## src/rtl/core/pqc_pkg.sv

```systemverilog
package pqc_pkg;

	localparam int LEVEL_COUNT      = 4;
	localparam int LEVEL_W          = 2;
	localparam int JOB_W            = 32;
	localparam int QUEUE_DEPTH_DEF  = 16;
	localparam int HANDLE_WIDTH_DEF = 32;
	localparam int CMDQ_DEPTH       = 2;

	typedef enum logic {
		KIND_PUSH  = 1'b0,
		KIND_FETCH = 1'b1
	} kind_t;

	// classified item handed from front to back
	typedef struct packed {
		kind_t                  kind;
		logic [LEVEL_W-1:0]     level;
		logic [LEVEL_COUNT-1:0] ceiling;  // fetch: levels it may take from
		logic [JOB_W-1:0]       handle;
	} cmd_t;

endpackage

```

## src/rtl/core/pqc_ram.sv

```systemverilog
module pqc_ram #(
	parameter int WIDTH = 32,
	parameter int DEPTH = 64
) (
	input  logic                     clk,
	input  logic                     we,
	input  logic [$clog2(DEPTH)-1:0] waddr,
	input  logic [WIDTH-1:0]         wdata,
	input  logic                     re,
	input  logic [$clog2(DEPTH)-1:0] raddr,
	output logic [WIDTH-1:0]         rdata
);

	logic [WIDTH-1:0] mem_q [DEPTH];

	always_ff @(posedge clk) begin
		if (we) begin
			mem_q[waddr] <= wdata;
		end
		if (re) begin
			rdata <= mem_q[raddr];
		end
	end

endmodule

```

## src/rtl/core/pqc_front.sv

```systemverilog
module pqc_front import pqc_pkg::*; (
	input  logic               start,
	input  logic               kind,
	input  logic [LEVEL_W-1:0] level,
	input  logic [JOB_W-1:0]   job_handle,
	input  logic               q_full,
	output logic               busy,
	output logic               push,
	output cmd_t               push_cmd
);

	assign busy = q_full;
	assign push = start && !q_full;

	// decode kind; fetch turns its ceiling into a level mask
	always_comb begin
		push_cmd.kind    = kind_t'(kind);
		push_cmd.level   = level;
		push_cmd.handle  = job_handle;
		push_cmd.ceiling = '0;
		unique case (kind_t'(kind))
			KIND_PUSH: begin
				push_cmd.ceiling = '0;
			end
			KIND_FETCH: begin
				push_cmd.handle = '0;
				for (int i = 0; i < LEVEL_COUNT; i++) begin
					push_cmd.ceiling[i] = (LEVEL_W'(i) <= level);
				end
			end
			default: begin
				push_cmd.ceiling = '0;
			end
		endcase
	end

endmodule

```

## src/rtl/core/pqc_cmdq.sv

```systemverilog
module pqc_cmdq import pqc_pkg::*; (
	input  logic clk,
	input  logic arst_n,
	input  logic push,
	input  cmd_t push_cmd,
	input  logic pop,
	output cmd_t head,
	output logic not_empty,
	output logic full
);

	localparam int PTR_W = (CMDQ_DEPTH > 1) ? $clog2(CMDQ_DEPTH) : 1;
	localparam int CNT_W = $clog2(CMDQ_DEPTH + 1);

	cmd_t             slot_q [CMDQ_DEPTH];
	logic [PTR_W-1:0] wr_ptr_q;
	logic [PTR_W-1:0] rd_ptr_q;
	logic [CNT_W-1:0] count_q;
	logic             do_pop;

	assign not_empty = (count_q != '0);
	assign full      = (count_q == CNT_W'(CMDQ_DEPTH));
	assign head      = slot_q[rd_ptr_q];
	assign do_pop    = pop && not_empty;

	always_ff @(posedge clk) begin
		if (push) begin
			slot_q[wr_ptr_q] <= push_cmd;
		end
	end

	always_ff @(posedge clk or negedge arst_n) begin
		if (!arst_n) begin
			wr_ptr_q <= '0;
			rd_ptr_q <= '0;
			count_q  <= '0;
		end else begin
			if (push) begin
				wr_ptr_q <= (wr_ptr_q == PTR_W'(CMDQ_DEPTH - 1)) ? '0 : wr_ptr_q + 1'b1;
			end
			if (do_pop) begin
				rd_ptr_q <= (rd_ptr_q == PTR_W'(CMDQ_DEPTH - 1)) ? '0 : rd_ptr_q + 1'b1;
			end
			if (push && !do_pop) begin
				count_q <= count_q + 1'b1;
			end else if (!push && do_pop) begin
				count_q <= count_q - 1'b1;
			end
		end
	end

endmodule

```

## src/rtl/core/pqc_back.sv

```systemverilog
module pqc_back import pqc_pkg::*; #(
	parameter int QUEUE_DEPTH  = QUEUE_DEPTH_DEF,
	parameter int HANDLE_WIDTH = HANDLE_WIDTH_DEF
) (
	input  logic               clk,
	input  logic               arst_n,
	input  logic               cmd_valid,
	input  cmd_t               cmd,
	output logic               done,
	output logic               served,
	output logic [JOB_W-1:0]   out_handle,
	output logic [LEVEL_W-1:0] served_level,
	output logic               dropped
);

	localparam int SLOT_W    = $clog2(QUEUE_DEPTH);
	localparam int CNT_W     = $clog2(QUEUE_DEPTH + 1);
	localparam int SUM_W     = SLOT_W + 1;
	localparam int ADDR_W    = LEVEL_W + SLOT_W;
	localparam int RAM_DEPTH = LEVEL_COUNT * (2 ** SLOT_W);

	logic [SLOT_W-1:0] head_q  [LEVEL_COUNT];
	logic [CNT_W-1:0]  count_q [LEVEL_COUNT];

	logic                    is_push;
	logic [LEVEL_W-1:0]      push_lvl;
	logic                    q_full;
	logic [SUM_W-1:0]        tail_sum;
	logic [SLOT_W-1:0]       tail_slot;
	logic [LEVEL_COUNT-1:0]  avail;
	logic                    hit;
	logic [LEVEL_W-1:0]      pick_lvl;
	logic [SLOT_W-1:0]       pick_head;
	logic [SLOT_W-1:0]       head_next;
	logic                    do_write;
	logic                    do_read;
	logic [ADDR_W-1:0]       waddr;
	logic [ADDR_W-1:0]       raddr;
	logic [HANDLE_WIDTH-1:0] wdata;
	logic [HANDLE_WIDTH-1:0] rdata;

	logic               valid_s2;
	logic               served_s2;
	logic               dropped_s2;
	logic [LEVEL_W-1:0] level_s2;

	// push: tail slot = head + count, wrapped once
	assign is_push   = (cmd.kind == KIND_PUSH);
	assign push_lvl  = cmd.level;
	assign q_full    = (count_q[push_lvl] == CNT_W'(QUEUE_DEPTH));
	assign tail_sum  = SUM_W'(head_q[push_lvl]) + SUM_W'(count_q[push_lvl]);
	assign tail_slot = (tail_sum >= SUM_W'(QUEUE_DEPTH)) ?
		SLOT_W'(tail_sum - SUM_W'(QUEUE_DEPTH)) : SLOT_W'(tail_sum);

	// fetch: highest non-empty level inside the ceiling
	always_comb begin
		pick_lvl = '0;
		for (int i = 0; i < LEVEL_COUNT; i++) begin
			avail[i] = (count_q[i] != '0) && cmd.ceiling[i];
			if (avail[i]) begin
				pick_lvl = LEVEL_W'(i);
			end
		end
	end

	assign hit       = |avail;
	assign pick_head = head_q[pick_lvl];
	assign head_next = (pick_head == SLOT_W'(QUEUE_DEPTH - 1)) ? '0 : pick_head + 1'b1;

	assign do_write = cmd_valid && is_push && !q_full;
	assign do_read  = cmd_valid && !is_push && hit;
	assign waddr    = {push_lvl, tail_slot};
	assign raddr    = {pick_lvl, pick_head};
	assign wdata    = HANDLE_WIDTH'(cmd.handle);

	pqc_ram #(
		.WIDTH (HANDLE_WIDTH),
		.DEPTH (RAM_DEPTH)
	) u_store (
		.clk   (clk),
		.we    (do_write),
		.waddr (waddr),
		.wdata (wdata),
		.re    (do_read),
		.raddr (raddr),
		.rdata (rdata)
	);

	always_ff @(posedge clk or negedge arst_n) begin
		if (!arst_n) begin
			for (int i = 0; i < LEVEL_COUNT; i++) begin
				head_q[i]  <= '0;
				count_q[i] <= '0;
			end
		end else begin
			if (do_write) begin
				count_q[push_lvl] <= count_q[push_lvl] + 1'b1;
			end
			if (do_read) begin
				head_q[pick_lvl]  <= head_next;
				count_q[pick_lvl] <= count_q[pick_lvl] - 1'b1;
			end
		end
	end

	always_ff @(posedge clk or negedge arst_n) begin
		if (!arst_n) begin
			valid_s2   <= 1'b0;
			served_s2  <= 1'b0;
			dropped_s2 <= 1'b0;
			level_s2   <= '0;
		end else begin
			valid_s2   <= cmd_valid;
			served_s2  <= do_read;
			dropped_s2 <= cmd_valid && is_push && q_full;
			level_s2   <= do_read ? pick_lvl : '0;
		end
	end

	assign done         = valid_s2;
	assign served       = served_s2;
	assign dropped      = dropped_s2;
	assign served_level = level_s2;
	assign out_handle   = served_s2 ? JOB_W'(rdata) : '0;

endmodule

```

## src/rtl/core/four_level_priority_job_queue_core.sv

```systemverilog
// Channel   Handshake        Fields
// -------   --------------   ---------------------------------------------
// item in   start / busy     kind, level, job_handle
// result    done (strobe)    served, out_handle, served_level, dropped
//
// One item per cycle sustained while busy is low; each result shows
// on done once the item has passed the command queue and the back
// end's result register. The rate rests on the back end's single pass
// over the per-level counters and one job store write or read per item.
// Reset clears the heads, counts and the command queue; the job store is
// not cleared and needs no clearing pass, since only held slots are read.
// done lasts one cycle and cannot be held off; busy rises only when the
// command queue between front and back is full.
module four_level_priority_job_queue_core import pqc_pkg::*; #(
	parameter int QUEUE_DEPTH  = QUEUE_DEPTH_DEF,
	parameter int HANDLE_WIDTH = HANDLE_WIDTH_DEF
) (
	input  logic               clk,
	input  logic               arst_n,
	input  logic               start,
	output logic               busy,
	input  logic               kind,
	input  logic [LEVEL_W-1:0] level,
	input  logic [JOB_W-1:0]   job_handle,
	output logic               done,
	output logic               served,
	output logic [JOB_W-1:0]   out_handle,
	output logic [LEVEL_W-1:0] served_level,
	output logic               dropped
);

	// front -> command queue
	logic q_push;
	cmd_t q_push_cmd;
	logic q_full;

	// command queue -> back; back never stalls, so it drains every cycle
	cmd_t q_head;
	logic q_not_empty;

	pqc_front u_front (
		.start      (start),
		.kind       (kind),
		.level      (level),
		.job_handle (job_handle),
		.q_full     (q_full),
		.busy       (busy),
		.push       (q_push),
		.push_cmd   (q_push_cmd)
	);

	pqc_cmdq u_cmdq (
		.clk       (clk),
		.arst_n    (arst_n),
		.push      (q_push),
		.push_cmd  (q_push_cmd),
		.pop       (q_not_empty),
		.head      (q_head),
		.not_empty (q_not_empty),
		.full      (q_full)
	);

	// back: per-level head/count, store access, result register
	pqc_back #(
		.QUEUE_DEPTH  (QUEUE_DEPTH),
		.HANDLE_WIDTH (HANDLE_WIDTH)
	) u_back (
		.clk          (clk),
		.arst_n       (arst_n),
		.cmd_valid    (q_not_empty),
		.cmd          (q_head),
		.done         (done),
		.served       (served),
		.out_handle   (out_handle),
		.served_level (served_level),
		.dropped      (dropped)
	);

endmodule

```

## config.mk

```make
export PLATFORM = sky130hd
export DESIGN_NAME = four_level_priority_job_queue_core
export DESIGN_NICKNAME = d
export VERILOG_FILES = /design/src/rtl/core/pqc_pkg.sv /design/src/rtl/core/pqc_ram.sv /design/src/rtl/core/pqc_front.sv /design/src/rtl/core/pqc_cmdq.sv /design/src/rtl/core/pqc_back.sv /design/src/rtl/core/four_level_priority_job_queue_core.sv
export SDC_FILE = /design/constraint.sdc
export NUM_CORES = 2
export LEC_CHECK = 0
export ABC_AREA = 1
export BUFFER_PORTS_ARGS = -buffer_cell sky130_fd_sc_hd__buf_2
export CORE_MARGIN = 2
export CORE_UTILIZATION = 55
export DETAILED_ROUTE_END_ITERATION = 8
export GPL_TIMING_DRIVEN = 0
export HOLD_SLACK_MARGIN = 0.05
export PLACE_DENSITY = 0.71
export REMOVE_ABC_BUFFERS = 1
export SLEW_MARGIN = 0
export SYNTH_ARGS = -nofsm -noshare
export SYNTH_HDL_FRONTEND = slang
export SYNTH_SLANG_ARGS = --single-unit
export TNS_END_PERCENT = 50
```

## constraint.sdc

```tcl
create_clock -name clk -period 10.6 [get_ports clk]
set_input_delay 0.53 -clock clk [delete_from_list [all_inputs] [get_ports clk]]
set_output_delay 0.53 -clock clk [all_outputs]
set_load 0.02 [all_outputs]
```

==> metrics <==
Layout Cells excl Fill roughly 11000; Slew HR between 20% and 30%; post-route ant nets 0; TritonCTS buffer count roughly 210; CP max stage cell dfrtp_2; Setup Skew 0.0330 ns; CTS root buf clkbuf_16; final global-route overflow total 0; Die X 419 µm; first-pass GRT wire length 390000 µm; Critical Path End Type flop; Filler cells 12500; share of cells above drive strength 1 around 8.0%; Synth cell types 42; most common cell after layout, fill and taps aside nand2_1; Total GRT Usage between 20 and 30%; Buffers & Inverters on Critical Path 7; die height roughly 420 µm; Post-synth EDFFs roughly 2200; crit-path max cell delay 0.61 ns; Clock Tree Buf Depth 3; CP Max Fanout ~150; Setup CP Type flop to flop; Worst setup SP type flop; DRT iter0 DRCs 9292; die area roughly 180000 µm²; Worst Max-Slew Pin Slew ~1.1 ns; Final Critical Period about 7 ns; Hold Crit Class primary input to flop; RSZ-0062 raised after global routing no; Clock Latency Late Sink roughly 0.84 ns; fin crit share approximately 68%; post-synthesis cell count 8623; synth warn 0; DRC Markers 0; Crit path max-delay family simple AND/OR/NAND/NOR gates; Reg area 65900 µm²; CTS tree built; Worst R2R Setup Slack around 3.4 ns; Final Wtd Congestion 0.872; Initial Util between 50% and 60%; initial antenna violation count 4; Avg Cell Area, Syn between 10 and 15 µm²; vias per inst 5.95; Placed Cells approximately 11000; fmax 140 MHz; cells resized by post-CTS repair 0; DR vias between 60000 and 70000; Reg clk slew, reported paths 0.06 ns; Hold Violations, Final 0; H-tree depth 4; register area share after synthesis between 60 and 70%; WP data required 11.15 ns; Final setup viols 0; MaxCap Viol Count 0; Clock Sinks 2201; crit-path cells inv_2, nand2_2, nand2_2, nand2_4, nand3_2, nand3_2, nand2_8, buf_16, buf_16, nand2_8, buf_16, buf_16, buf_16, nand2_1, nand3_1, nand3_1, nand3_1, nand2_1, nand2_1, nand2_1, inv_1, nand2_1; DRT Pass-1 Iters 6; most frequent cells in the layout nand2_1, edfxtp_1, nand3_1; row cnt 152; Post-CTS Setup Inserts 0; HPWL after detailed placement roughly 150000 µm; Core ar. 171000 µm²; Slew Limit Fails 0; # IOs 76; Critical Path AT 7.72 ns; final core utilization 62.4%; final wirelength 263000 µm; post-synthesis async set-or-reset flop share around 2.0%; vias in the first global route 63500; Port Buf Inserts 75; pin count of the biggest net entering global routing between 100 and 150; outcome finished clean; area added between synthesis and finish 13.0%; Most used DFF post-synth edfxtp_1; multi-input logic area roughly 23000 µm²; #FFs+latches synth 2201; final layout net count between 8000 and 9000; drt wl/cell 23.7 µm; synthesized area ~95000 µm²
[worst reg2reg max path: stages (launching register included)]
cell	delay, ns
dfrtp_2	0.61
inv_2	0.50
nand2_2	0.22
nand2_2	0.07
nand2_4	0.21
nand3_2	0.30
nand3_2	0.22
nand2_8	0.41
buf_16	0.51
buf_16	0.44
nand2_8	0.60
buf_16	0.41
buf_16	0.48
buf_16	0.60
nand2_1	0.31
nand3_1	0.12
nand3_1	0.09
nand3_1	0.09
nand2_1	0.09
nand2_1	0.22
nand2_1	0.16
inv_1	0.11
nand2_1	0.13
[what timing repair did]
item / in CTS / in global routing
endpoints found under the hold margin: 105 / 0
hold buffers: 28 / 0
setup endpoints to repair: 0 / 0
[area by class of cell]
class                           count  area share [%]
Sequential cell                  2201            61.6
Antenna cell                        1         0.00234
Inverter                          984            3.49
Timing Repair Buffer              275            4.19
Tap cell                         2310            2.70
Clock inverter                    130           0.960
Clock buffer                      266            5.25
Multi-Input combinational cell   4918            21.8
[state kept, by name, indices dropped and copies added (netlist names)]
| name | flops |
|---|---|
| u_back.count_q | 20 |
| u_back.done | 1 |
| u_back.dropped | 1 |
| u_back.head_q | 16 |
| u_back.served | 1 |
| u_back.served_level | 2 |
| u_back.u_store.mem_q | 2048 |
| u_back.u_store.rdata | 32 |
| u_cmdq.count_q | 2 |
| u_cmdq.rd_ptr_q | 1 |
| u_cmdq.slot_q | 76 |
| u_cmdq.wr_ptr_q | 1 |
[metal layers]
metal	up-vias	track usage (%)	part of all wire (%)
met1	31900	40.3	38
met5	-	0	0.0049
met2	4133	47.0	46
li1	29200	-	-
met4	2	13.9	5.0
met3	755	5.26	11
[synthesized netlist by cell type, drive strengths merged, types with 4 or more instances]
| cell type | count | area share [%] |
|---|---|---|
| ha | 8 | 0.11 |
| a21oi | 117 | 0.63 |
| o22ai | 13 | 0.086 |
| nand2 | 2315 | 9.3 |
| buf | 359 | 1.9 |
| inv | 984 | 3.9 |
| clkbuf | 161 | 0.64 |
| edfxtp | 2156 | 68 |
| xor2 | 5 | 0.046 |
| nor2 | 255 | 1.1 |
| o21ai | 48 | 0.27 |
| nand3 | 1765 | 9.3 |
| xnor2 | 6 | 0.056 |
| dfrtp | 45 | 1.2 |
| nand3b | 365 | 2.9 |
| or2 | 4 | 0.026 |
[path summary, 6_finish.rpt]
check	from	to	cells after the start
worst min register to register	u_back.head_q[12]	u_back.head_q[12]	2
worst max register to register	u_cmdq.rd_ptr_q	u_back.u_store.rdata[22]	22
max in group asynchronous	arst_n	u_back.served	2
worst max-delay path	u_cmdq.rd_ptr_q	u_back.u_store.rdata[22]	22
worst min-delay path	job_handle[19]	u_cmdq.slot_q[1][19]	3
min in group asynchronous	arst_n	u_cmdq.wr_ptr_q	2
[cells by family (layout without fill, tap and decap cells)]
kind of cell             after synthesis  in the layout  share of synthesized area (%)
XOR/XNOR                              11             11                          0.102
AND/OR/NAND/NOR                     4709           4709                           22.6
buffers and inverters               1504           1655                           6.46
other                                  0              1                              0
adder cells (fa/ha/maj)                9              9                          0.127
AO/OA/AOI/OAI                        189            189                           1.09
flip-flops                          2201           2201                           69.6
[through the flow]
stage / worst slack [ns] / hold slack (ns) / cell area (µm²) / setup TNS, ns
floorplan: -11.87 / 0.234 / 92200 / -555.87
global placement: -37.55 / 0.475 / 95500 / -1780.59
detailed placement: 3.70 / 0.477 / 100000 / 0
CTS: 3.66 / 0.0618 / 107000 / 0
global route: 3.17 / 0.0776 / 107000 / 0
finish: 3.43 / 0.0890 / 107000 / 0
Power is not shown: default switching activity piles up to over one toggle a cycle in this logic, so the estimate is an artifact.
